### src/nrcs_pkg.sv
// shared constants and types for the nearest reference color search
package nrcs_pkg;

    localparam int ENTRIES_DEF = 16;

    localparam int COLOR_W = 8;
    localparam int INDEX_W = 4;
    localparam int DIST_W = 18;
    localparam int COUNT_W = 2;
    localparam int USED_W = 5;
    localparam int CFG_IDX_W = 2;
    localparam int CFG_DATA_W = 18;

    // command codes
    localparam logic CMD_WRITE = 1'b0;
    localparam logic CMD_QUERY = 1'b1;

    // configuration register indexes
    localparam logic [CFG_IDX_W-1:0] CFG_ENTRIES_USED = 2'd0;
    localparam logic [CFG_IDX_W-1:0] CFG_THRESHOLD_EN = 2'd1;
    localparam logic [CFG_IDX_W-1:0] CFG_MAX_DIST_SQ = 2'd2;

    localparam logic [DIST_W-1:0] DIST_RESET = 18'd195075;
    localparam logic [COUNT_W-1:0] TOP_N = 2'd3;

    typedef struct packed {
        logic load;
        logic add;
    } t_dist_ctl;

endpackage

### src/nrcs_dist.sv
// squared color distance accumulator, one component per cycle
module nrcs_dist
    import nrcs_pkg::*;
(
    input  logic               i_clk,
    input  t_dist_ctl          i_ctl,
    input  logic [COLOR_W-1:0] i_a,
    input  logic [COLOR_W-1:0] i_b,
    output logic [DIST_W-1:0]  o_dist
);

    logic [COLOR_W-1:0]   diff;
    logic [2*COLOR_W-1:0] sq;
    logic [DIST_W-1:0]    r_acc;

    assign diff = (i_a > i_b) ? (i_a - i_b) : (i_b - i_a);
    assign sq = diff * diff;

    always_ff @(posedge i_clk) begin
        if (i_ctl.load) begin
            r_acc <= DIST_W'(sq);
        end else if (i_ctl.add) begin
            r_acc <= r_acc + DIST_W'(sq);
        end
    end

    assign o_dist = r_acc;

endmodule

### src/nearest_reference_color_search.sv
// top level of the nearest reference color search
//
// Holds a table of ENTRIES reference RGB colors (24 bits each, memory with
// one write port and one registered read port). A write item stores one color
// and leaves no result. A query item walks the first entries_used slots
// (saturated to ENTRIES) and keeps the three nearest by squared distance,
// ties to the lower slot. One shared squarer handles one color component per
// cycle, so each searched slot passes through a table read, red, green, blue
// and ranking step; the block takes no new item from acceptance of a query
// until its result has been loaded into the output register.
// The output register lets the next item in while a result still waits.
// Slots searched must have been written since reset.
module nearest_reference_color_search
    import nrcs_pkg::*;
#(
    parameter int ENTRIES = ENTRIES_DEF
) (
    input  logic                  i_clk,
    input  logic                  i_rst_n,
    // configuration
    input  logic                  i_cfg_we,
    input  logic [CFG_IDX_W-1:0]  i_cfg_addr,
    input  logic [CFG_DATA_W-1:0] i_cfg_data,
    // input channel
    input  logic                  i_valid,
    output logic                  o_stall,
    input  logic                  i_cmd,
    input  logic [INDEX_W-1:0]    i_entry_index,
    input  logic [COLOR_W-1:0]    i_red,
    input  logic [COLOR_W-1:0]    i_green,
    input  logic [COLOR_W-1:0]    i_blue,
    // output channel
    output logic                  o_valid,
    input  logic                  i_stall,
    output logic                  o_found,
    output logic [INDEX_W-1:0]    o_best_index,
    output logic [DIST_W-1:0]     o_best_dist_sq,
    output logic [INDEX_W-1:0]    o_second_index,
    output logic [INDEX_W-1:0]    o_third_index,
    output logic [COUNT_W-1:0]    o_match_count
);

    localparam int AW = (ENTRIES > 1) ? $clog2(ENTRIES) : 1;
    localparam int CW = $clog2(ENTRIES + 1);
    localparam int WORD_W = 3 * COLOR_W;

    localparam logic [2:0] S_IDLE  = 3'd0;
    localparam logic [2:0] S_READ  = 3'd1;
    localparam logic [2:0] S_RED   = 3'd2;
    localparam logic [2:0] S_GREEN = 3'd3;
    localparam logic [2:0] S_BLUE  = 3'd4;
    localparam logic [2:0] S_INS   = 3'd5;
    localparam logic [2:0] S_FIN   = 3'd6;

    // configuration registers
    logic [USED_W-1:0] r_entries_used;
    logic              r_thr_en;
    logic [DIST_W-1:0] r_max_dist;

    logic [2:0]         r_state, n_state;
    logic [CW-1:0]      r_idx, n_idx;
    logic [CW-1:0]      r_n, n_n;
    logic [COUNT_W-1:0] r_cnt, n_cnt;
    logic [DIST_W-1:0]  r_sel_dist [3];
    logic [DIST_W-1:0]  n_sel_dist [3];
    logic [AW-1:0]      r_sel_idx [3];
    logic [AW-1:0]      n_sel_idx [3];
    logic [COLOR_W-1:0] r_qr, r_qg, r_qb;

    logic [WORD_W-1:0]  mem [ENTRIES];
    logic [WORD_W-1:0]  r_rdata;

    logic               in_acc;
    logic               wr_en;
    logic               out_free;
    logic               fin_load;
    logic               found;
    logic [CW-1:0]      used_sat;

    t_dist_ctl          dist_ctl;
    logic [COLOR_W-1:0] comp_a, comp_b;
    logic [DIST_W-1:0]  cur_dist;

    logic [2:0]         lt;
    logic [COUNT_W-1:0] n_lt;
    logic [COUNT_W-1:0] pos;

    logic               r_o_valid;
    logic               r_o_found;
    logic [INDEX_W-1:0] r_o_best_index;
    logic [DIST_W-1:0]  r_o_best_dist;
    logic [INDEX_W-1:0] r_o_second_index;
    logic [INDEX_W-1:0] r_o_third_index;
    logic [COUNT_W-1:0] r_o_count;

    assign o_stall  = (r_state != S_IDLE);
    assign in_acc   = i_valid && !o_stall;
    assign wr_en    = in_acc && (i_cmd == CMD_WRITE) && (32'(i_entry_index) < 32'(ENTRIES));
    assign out_free = !r_o_valid || !i_stall;
    assign fin_load = (r_state == S_FIN) && out_free;
    assign used_sat = (32'(r_entries_used) > 32'(ENTRIES)) ? CW'(ENTRIES)
                                                          : CW'(r_entries_used);
    assign found    = (r_cnt != '0) && (!r_thr_en || (r_sel_dist[0] <= r_max_dist));

    // configuration writes
    always_ff @(posedge i_clk) begin
        if (!i_rst_n) begin
            r_entries_used <= '0;
            r_thr_en       <= 1'b0;
            r_max_dist     <= DIST_RESET;
        end else if (i_cfg_we) begin
            unique case (i_cfg_addr)
                CFG_ENTRIES_USED: r_entries_used <= i_cfg_data[USED_W-1:0];
                CFG_THRESHOLD_EN: r_thr_en <= i_cfg_data[0];
                CFG_MAX_DIST_SQ:  r_max_dist <= i_cfg_data[DIST_W-1:0];
                default: ;
            endcase
        end
    end

    // reference table
    always_ff @(posedge i_clk) begin
        if (wr_en) begin
            mem[AW'(i_entry_index)] <= {i_red, i_green, i_blue};
        end
        r_rdata <= mem[r_idx[AW-1:0]];
    end

    // component select for the shared squarer
    always_comb begin
        dist_ctl = '0;
        comp_a   = r_rdata[WORD_W-1 -: COLOR_W];
        comp_b   = r_qr;
        case (r_state)
            S_RED: begin
                dist_ctl.load = 1'b1;
            end
            S_GREEN: begin
                dist_ctl.add = 1'b1;
                comp_a       = r_rdata[2*COLOR_W-1 -: COLOR_W];
                comp_b       = r_qg;
            end
            S_BLUE: begin
                dist_ctl.add = 1'b1;
                comp_a       = r_rdata[COLOR_W-1:0];
                comp_b       = r_qb;
            end
            default: ;
        endcase
    end

    nrcs_dist u_dist (
        .i_clk  (i_clk),
        .i_ctl  (dist_ctl),
        .i_a    (comp_a),
        .i_b    (comp_b),
        .o_dist (cur_dist)
    );

    // ranking: kept list is sorted, so the entries the new distance beats form a tail
    always_comb begin
        for (int k = 0; k < 3; k++) begin
            lt[k] = (COUNT_W'(k) < r_cnt) && (cur_dist < r_sel_dist[k]);
        end
        n_lt = COUNT_W'(lt[0]) + COUNT_W'(lt[1]) + COUNT_W'(lt[2]);
        pos  = r_cnt - n_lt;
    end

    always_comb begin
        n_state    = r_state;
        n_idx      = r_idx;
        n_n        = r_n;
        n_cnt      = r_cnt;
        n_sel_dist = r_sel_dist;
        n_sel_idx  = r_sel_idx;
        unique case (r_state)
            S_IDLE: begin
                if (in_acc && (i_cmd == CMD_QUERY)) begin
                    n_idx      = '0;
                    n_n        = used_sat;
                    n_cnt      = '0;
                    n_sel_dist = '{default: '0};
                    n_sel_idx  = '{default: '0};
                    n_state    = (used_sat == '0) ? S_FIN : S_READ;
                end
            end
            S_READ:  n_state = S_RED;
            S_RED:   n_state = S_GREEN;
            S_GREEN: n_state = S_BLUE;
            S_BLUE:  n_state = S_INS;
            S_INS: begin
                if (pos == 2'd0) begin
                    n_sel_dist[2] = r_sel_dist[1];
                    n_sel_idx[2]  = r_sel_idx[1];
                    n_sel_dist[1] = r_sel_dist[0];
                    n_sel_idx[1]  = r_sel_idx[0];
                    n_sel_dist[0] = cur_dist;
                    n_sel_idx[0]  = r_idx[AW-1:0];
                end else if (pos == 2'd1) begin
                    n_sel_dist[2] = r_sel_dist[1];
                    n_sel_idx[2]  = r_sel_idx[1];
                    n_sel_dist[1] = cur_dist;
                    n_sel_idx[1]  = r_idx[AW-1:0];
                end else if (pos == 2'd2) begin
                    n_sel_dist[2] = cur_dist;
                    n_sel_idx[2]  = r_idx[AW-1:0];
                end
                if (r_cnt != TOP_N) begin
                    n_cnt = r_cnt + 1'b1;
                end
                if (CW'(r_idx + 1'b1) == r_n) begin
                    n_state = S_FIN;
                end else begin
                    n_idx   = CW'(r_idx + 1'b1);
                    n_state = S_READ;
                end
            end
            S_FIN: begin
                if (out_free) begin
                    n_state = S_IDLE;
                end
            end
            default: n_state = S_IDLE;
        endcase
    end

    always_ff @(posedge i_clk) begin
        if (!i_rst_n) begin
            r_state <= S_IDLE;
            r_idx   <= '0;
            r_n     <= '0;
            r_cnt   <= '0;
        end else begin
            r_state <= n_state;
            r_idx   <= n_idx;
            r_n     <= n_n;
            r_cnt   <= n_cnt;
        end
    end

    // payload registers
    always_ff @(posedge i_clk) begin
        r_sel_dist <= n_sel_dist;
        r_sel_idx  <= n_sel_idx;
        if (in_acc) begin
            r_qr <= i_red;
            r_qg <= i_green;
            r_qb <= i_blue;
        end
    end

    // output register
    always_ff @(posedge i_clk) begin
        if (!i_rst_n) begin
            r_o_valid <= 1'b0;
        end else if (fin_load) begin
            r_o_valid <= 1'b1;
        end else if (!i_stall) begin
            r_o_valid <= 1'b0;
        end
    end

    always_ff @(posedge i_clk) begin
        if (fin_load) begin
            r_o_found        <= found;
            r_o_best_index   <= INDEX_W'(r_sel_idx[0]);
            r_o_best_dist    <= r_sel_dist[0];
            r_o_second_index <= INDEX_W'(r_sel_idx[1]);
            r_o_third_index  <= INDEX_W'(r_sel_idx[2]);
            r_o_count        <= r_cnt;
        end
    end

    assign o_valid        = r_o_valid;
    assign o_found        = r_o_found;
    assign o_best_index   = r_o_best_index;
    assign o_best_dist_sq = r_o_best_dist;
    assign o_second_index = r_o_second_index;
    assign o_third_index  = r_o_third_index;
    assign o_match_count  = r_o_count;

    // kept distances stay sorted nearest first
    a_sorted_01: assert property (@(posedge i_clk) disable iff (!i_rst_n)
        (r_cnt >= 2'd2) |-> (r_sel_dist[0] <= r_sel_dist[1]))
        else $error("ranking out of order in first two places");

    a_sorted_12: assert property (@(posedge i_clk) disable iff (!i_rst_n)
        (r_cnt == TOP_N) |-> (r_sel_dist[1] <= r_sel_dist[2]))
        else $error("ranking out of order in last two places");

    a_found_count: assert property (@(posedge i_clk) disable iff (!i_rst_n)
        (o_valid && o_found) |-> (o_match_count != '0))
        else $error("match reported with an empty ranking");

    a_write_silent: assert property (@(posedge i_clk) disable iff (!i_rst_n)
        (in_acc && (i_cmd == CMD_WRITE) && !r_o_valid) |=> !r_o_valid)
        else $error("write item produced a result");

endmodule

### config.mk
export PLATFORM = sky130hd
export DESIGN_NAME = nearest_reference_color_search
export DESIGN_NICKNAME = d
export VERILOG_FILES = /design/src/nrcs_pkg.sv /design/src/nrcs_dist.sv /design/src/nearest_reference_color_search.sv
export SDC_FILE = /design/constraint.sdc
export NUM_CORES = 1
export LEC_CHECK = 0
export BUFFER_PORTS_ARGS = -buffer_cell sky130_fd_sc_hd__buf_2
export CAP_MARGIN = 40
export CORE_ASPECT_RATIO = 0.9
export CORE_MARGIN = 4
export CORE_UTILIZATION = 58
export CTS_BUF_LIST = sky130_fd_sc_hd__clkbuf_4 sky130_fd_sc_hd__clkbuf_8
export CTS_CLUSTER_DIAMETER = 150
export DETAILED_ROUTE_END_ITERATION = 16
export GPL_ROUTABILITY_DRIVEN = 0
export HOLD_SLACK_MARGIN = 0.15
export PLACE_DENSITY = 0.78
export SLEW_MARGIN = 10
export SYNTH_ARGS = -nofsm -noshare
export SYNTH_HDL_FRONTEND = slang
export SYNTH_SLANG_ARGS = --single-unit
### constraint.sdc
create_clock -name i_clk -period 8.2 [get_ports i_clk]
set_input_delay 0.41 -clock i_clk [delete_from_list [all_inputs] [get_ports i_clk]]
set_output_delay 0.41 -clock i_clk [all_outputs]
set_load 0.005 [all_outputs]
==> flow_summary.toml, run 1 <==
[critical_path]
critPathKind = "reg -> reg"
crit_buf_inv = 9
start_kind = "flip-flop"
reg2reg_depth = 38
cpMostUsedCell = "buf_4"
critical-path-slowest-cell = "fa_1"
worst-endpoint-required_ns = 8.62
path_depth = 38
rrSetupSlack_ns = 0.09
path_max_fanout = 8
critical-path-max-stage-delay_ns = 0.54
worstSetupEndpointType = "flip-flop"
cp.arrival_ns = 8.53
critPathLaunch = "r_state[1]$_SDFFE_PN0P_"
reg2reg_from = "r_state[1]$_SDFFE_PN0P_"
rr_endpoint = "u_dist.o_dist[15]$_DFFE_PP_"
path_delay_family = "adder cells"

[synthesis]
synth_seq_cells = 589
ys_types = 65
synth.area.top_cells = "edfxtp_1 58%, mux4_2 10%, ha_1 6.2%"
netlist.area_leader.share_pct = 58.10
syn_area_per_cell_um2 = 14.64
synth.largest_area_cell = "edfxtp_1"
yosysMostFrequentCell = "edfxtp_1"
synth_fp_nets = 2065
synth-async-reset-ratio_pct = 0
syn_area_um2 = 27030
synth_edf_count = 523
ys.flop_type = "edfxtp_1"
syn_inst = 1847
seq_area_frac_synth_pct = 62.99
ys_top_cells_by_count = "523 x edfxtp_1, 187 x nand2_1, 149 x inv_1"
ys_warn_count = 0

[final_layout]
fill_cells = 2901
area_growth_syn_to_layout_pct = 16.84
drive_above_1_share_pct = 25.25
n_antenna_cell = 0
multi_input_area_um2 = 9522
fin_cells = 2778
final_util_pct = 69.05
nets = 2311
regArea_um2 = 17040

[place]
dp_cells = 2532
dp.final_hpwl_um = 39810
io_buffers = 88

[global_route]
grt_pass1_vias = 17039
track_usage_pct = 25.48
grt_max_degree = 53
antenna_found_initial = 0
grt_pass1_wl_um = 98150
grt_overflow = 0

[cts]
clk_pin_slew_ns = 0.07
clkLatencyLatePin_ns = 0.68
cts_tree = "built"
cts-root-buf = "clkbuf_8"
clock-sinks = 589
cts_buffers = 89
htreeDepth = 3
clk_path_buf_depth = 3

[sta]
setup_viol = 0
whs_ns = 0.1814
fmax_mhz = 123.2
fin_crit_sh_pct = 98.96
timing.final.max_slew_violations = 0
worst_slew_pin_slew_ns = 0.8926
setup_tns_ns = 0
fin_crit_ns = 8.115
relSlewSlack_pct = 40.49
clock_skew_ns = 0.03367
grt_setup_unrepaired = "true"
hold_violations = 0

[route]
drtPass1Iterations = 5
drc_errors = 0
drt-initial-drc-count = 1951
wl_um = 63900
vias_per_cell = 6.048
dr_total_vias = 16801
wl_per_cell_um = 23.00
antenna_left = 0

[min_path]
hold_start = "i_cfg_addr[1]"
hold_class = "in -> reg"
hold_depth = 4
min_to = "r_thr_en$_SDFFE_PN0P_"

[outcome]
status = "finished, final reports clean"

[flow_run]
max_cap_viol_count = 0

[floorplan]
die_area_um2 = 50130
rows = 74
fp.dieW_um = 235.6
start_util_pct = 59.10
ios = 89
dieHeight_um = 212.8
fp.coreArea_um2 = 45740
[worst max-delay path by stage]
stage                                      to  slack (ns)
6_report          u_dist.o_dist[15]$_DFFE_PP_        0.09
5_1_grt           u_dist.o_dist[15]$_DFFE_PP_       -0.24
4_1_cts           u_dist.o_dist[15]$_DFFE_PP_        0.02
3_5_place_dp   u_dist.o_dist[17]$_SDFFE_PP0N_       -0.29
3_3_place_gp      u_dist.o_dist[15]$_DFFE_PP_        0.04
2_1_floorplan     u_dist.o_dist[15]$_DFFE_PP_      0.0006
[tightest hold or removal path: stages]
cell	delay (ns)
buf_2	0.10
nand3b_1	0.13
mux2i_1	0.08
nor2_1	0.07
[repair_timing]
action | CTS | global route
pin swaps | 6 | 28
hold buffers | 54 | 0
endpoints found under the hold margin | 428 | 0
gates cloned | 0 | 1
gates resized for setup | 18 | 57
endpoints found under the setup margin | 4 | 8
setup buffers | 9 | 14
[state kept, by name, indices dropped and copies added (netlist names), 2 cells and up]
name	cells
r_state	3
o_third_index	4
r_qb	8
r_qg	8
r_idx	5
r_cnt	2
o_match_count	2
r_qr	8
r_max_dist	18
r_rdata	24
o_best_dist_sq	18
u_dist.o_dist	18
mem	384
r_entries_used	5
o_second_index	4
r_sel_dist	54
r_n	5
r_sel_idx	12
o_best_index	4
[final cells by class]
type | instances | area share, %
sequential | 589 | 53.95
tap | 608 | 2.409
inverter | 149 | 1.771
multi-input combinational | 1036 | 30.15
clock inverter | 42 | 1.244
clock buffer | 126 | 4.956
timing repair buffer | 228 | 5.519
[placed cells by master, fill, tap and decap left out, types with 42 or more instances in the layout]
master,instances
a21oi_1,112
buf_2,90
buf_4,69
clkbuf_8,99
dfxtp_1,59
dlygate4sd3_1,54
edfxtp_1,523
ha_1,130
inv_1,145
mux4_2,120
nand2_1,187
nor2_1,80
o21ai_0,42
[routing by layer]
metal / track usage [%] / up-vias / share of wire (%)
li1: - / 7413 / -
met1: 34.18 / 8374 / 39
met2: 42.75 / 854 / 50
met3: 5.114 / 160 / 8.6
met4: 8.443 / 0 / 3.2
met5: 0 / - / 0
[cell families after synthesis]
| kind of cell | synth area share, % |
|---|---|
| flip-flops | 62.99 |
| adder cells (fa/ha/maj) | 8.397 |
| XOR/XNOR | 1.578 |
| multiplexers | 10.58 |
| buffers and inverters | 3.129 |
| AND/OR/NAND/NOR | 6.874 |
| AO/OA/AOI/OAI | 6.457 |
[metrics by stage]
stage	cell area [um^2]	setup WS (ns)
5_1_grt	31580	-0.2367
4_1_cts	31240	0.02352
2_1_floorplan	27050	0.0006102
3_5_place_dp	28600	-0.2895
3_3_place_gp	28480	0.04231
6_report	31580	0.08513
Power of run 1 is left out: the tool's default activity adds up to more than one toggle a clock period on the data nets, which glitch-free logic cannot reach.
==> run 2, diff against run 1 <==
- CORE_UTILIZATION: 58 -> 55
- PLACE_DENSITY: 0.78 -> 0.75
- SKIP_CTS_REPAIR_TIMING: default -> 1
==> run 2 against run 1 <==
Effect of this change: the run now ends with negative setup slack left; global-route usage shrank 1.9 points; fmax shrank 1.2%; critical path type unchanged; critical endpoint unchanged; register-to-register slack worse by 0.10 ns; clock-buffer cell count did not move; sequential share of layout area decreased by 0.32 points; setup slack got worse by 0.10 ns; final cell count is 1.0% higher.
==> flow_summary.toml, run 2 (synthesized netlist as in run 1, its figures left out) <==
[cts]
cts-root-buf = "clkbuf_8"
clk_pin_slew_ns = 0.06
cts_tree = "built"
clock-sinks = 589
cts_buffers = 89
clk_path_buf_depth = 3
clkLatencyLatePin_ns = 0.68
htreeDepth = 3

[sta]
fin_crit_ns = 8.216
setup_tns_ns = -0.01558
timing.final.max_slew_violations = 0
relSlewSlack_pct = 38.50
worst_slew_pin_slew_ns = 0.9226
fin_crit_sh_pct = 100.2
fmax_mhz = 121.7
clock_skew_ns = 0.03140
hold_violations = 0
layout_setup_ws_ns = -0.01558
setup_viol = 1
grt_setup_unrepaired = "true"

[floorplan]
start_util_pct = 56.07
ios = 89
dieHeight_um = 218.3
fp.coreArea_um2 = 48210
die_area_um2 = 52760
rows = 76
fp.dieW_um = 241.7

[global_route]
grt_pass1_vias = 16574
antenna_found_initial = 1
grt_pass1_wl_um = 95830
grt_busiest_layer = "met2"
grt_overflow = 0
gr-usage-met3_pct = 5.374
grt_max_degree = 99
use_met1_pct = 31.79
track_usage_pct = 23.53
met2_usage_pct = 39.20

[place]
placed_area_um2 = 28680
dp.final_hpwl_um = 39460
io_buffers = 88

[route]
drc_errors = 0
drtPass1Iterations = 5
antenna_left = 0
wl_per_cell_um = 22.58
dr_total_vias = 16629
wl_um = 63390
drt-initial-drc-count = 1531
vias_per_cell = 5.924

[outcome]
status = "finished with violations"
violations = "negative setup slack"

[min_path]
hold_class = "in -> reg"
hold_depth = 4
hold_start = "i_cfg_we"

[final_layout]
nets = 2323
fill_cells = 3259
largest_reg_flops = 384
area_growth_syn_to_layout_pct = 17.55
layout_common_cells = "523 x edfxtp_1, 187 x nand2_1, 142 x inv_1, 126 x ha_1, 120 x mux4_2"
drive_above_1_share_pct = 26.44
top_regs = "mem (384), r_sel_dist (54), r_rdata (24)"
largest_register = "mem"
postLayoutCellArea_um2 = 31770
final_common_cell = "edfxtp_1"

[critical_path]
cpMostUsedCell = "fa_1"
cp.arrival_ns = 8.64
path_max_fanout = 7
reg2reg_depth = 38
critPathKind = "reg -> reg"
worst-endpoint-required_ns = 8.63
start_kind = "flip-flop"
worstSetupEndpointType = "flip-flop"
reg2reg_from = "r_state[2]$_SDFFE_PN0P_"
critical-path-max-stage-delay_ns = 0.50
critPathLaunch = "r_state[2]$_SDFFE_PN0P_"
critical-path-slowest-cell = "fa_1"

[flow_run]
max_cap_viol_count = 0
run 2: cell types whose count changed in the layout (fill, tap and decap cells not counted), sizes merged, moves of 2 or more:
cell | before | now
clkinv | 29 | 27
clkinvlp | 4 | 7
clkbuf | 126 | 128
buf | 174 | 184
run 2: final cells by class:
cell class,instances,area [um^2],share of cell area (%)
sequential,589,17040,53.63
timing repair buffer,240,1857,5.844
multi-input combinational,1036,9588,30.18
inverter,149,559.3,1.760
clock inverter,42,374.1,1.177
clock buffer,126,1572,4.946
antenna,1,2.502,0.007876
tap,624,780.7,2.457
run 2: final timing paths:
kind              slack (ns)                     endpoint
setup reg to reg       -0.02  u_dist.o_dist[15]$_DFFE_PP_
hold reg to reg         0.42   o_third_index[1]$_DFFE_PP_
hold / removal          0.18        r_thr_en$_SDFFE_PN0P_
setup / recovery       -0.02  u_dist.o_dist[15]$_DFFE_PP_
run 2: per-layer routing:
metal  vias up  wire length [um]
li1       7443                 -
met1      8378             25720
met2       704             31290
met3       104              4961
met4         0              1418
met5         -                 0
run 2: worst max-delay path, delay by kind of cell, from the launching register on:
family | cells | cell delay (ns)
buffers and inverters | 8 | 0.72
XOR/XNOR | 3 | 0.30
AO/OA/AOI/OAI | 11 | 2.18
AND/OR/NAND/NOR | 7 | 1.12
flip-flops | 1 | 0.35
multiplexers | 1 | 0.25
adder cells (fa/ha/maj) | 8 | 3.02
run 2: stage by stage:
| step | cells | utilization (%) | hold WS (ns) | setup WS [ns] |
|---|---|---|---|---|
| 2_1_floorplan | 1847 | - | 0.4003 | 0.0006102 |
| 3_3_place_gp | 2551 | 59.30 | 0.4060 | 0.03273 |
| 3_5_place_dp | 2557 | 59.48 | 0.4054 | -0.2695 |
| 4_1_cts | 2725 | 63.52 | -0.08510 | -0.2756 |
| 5_1_grt | 2806 | 65.90 | 0.1661 | -0.3914 |
| 6_report | 2807 | 65.91 | 0.1795 | -0.01558 |
Power of run 2 is left out for the same reason.
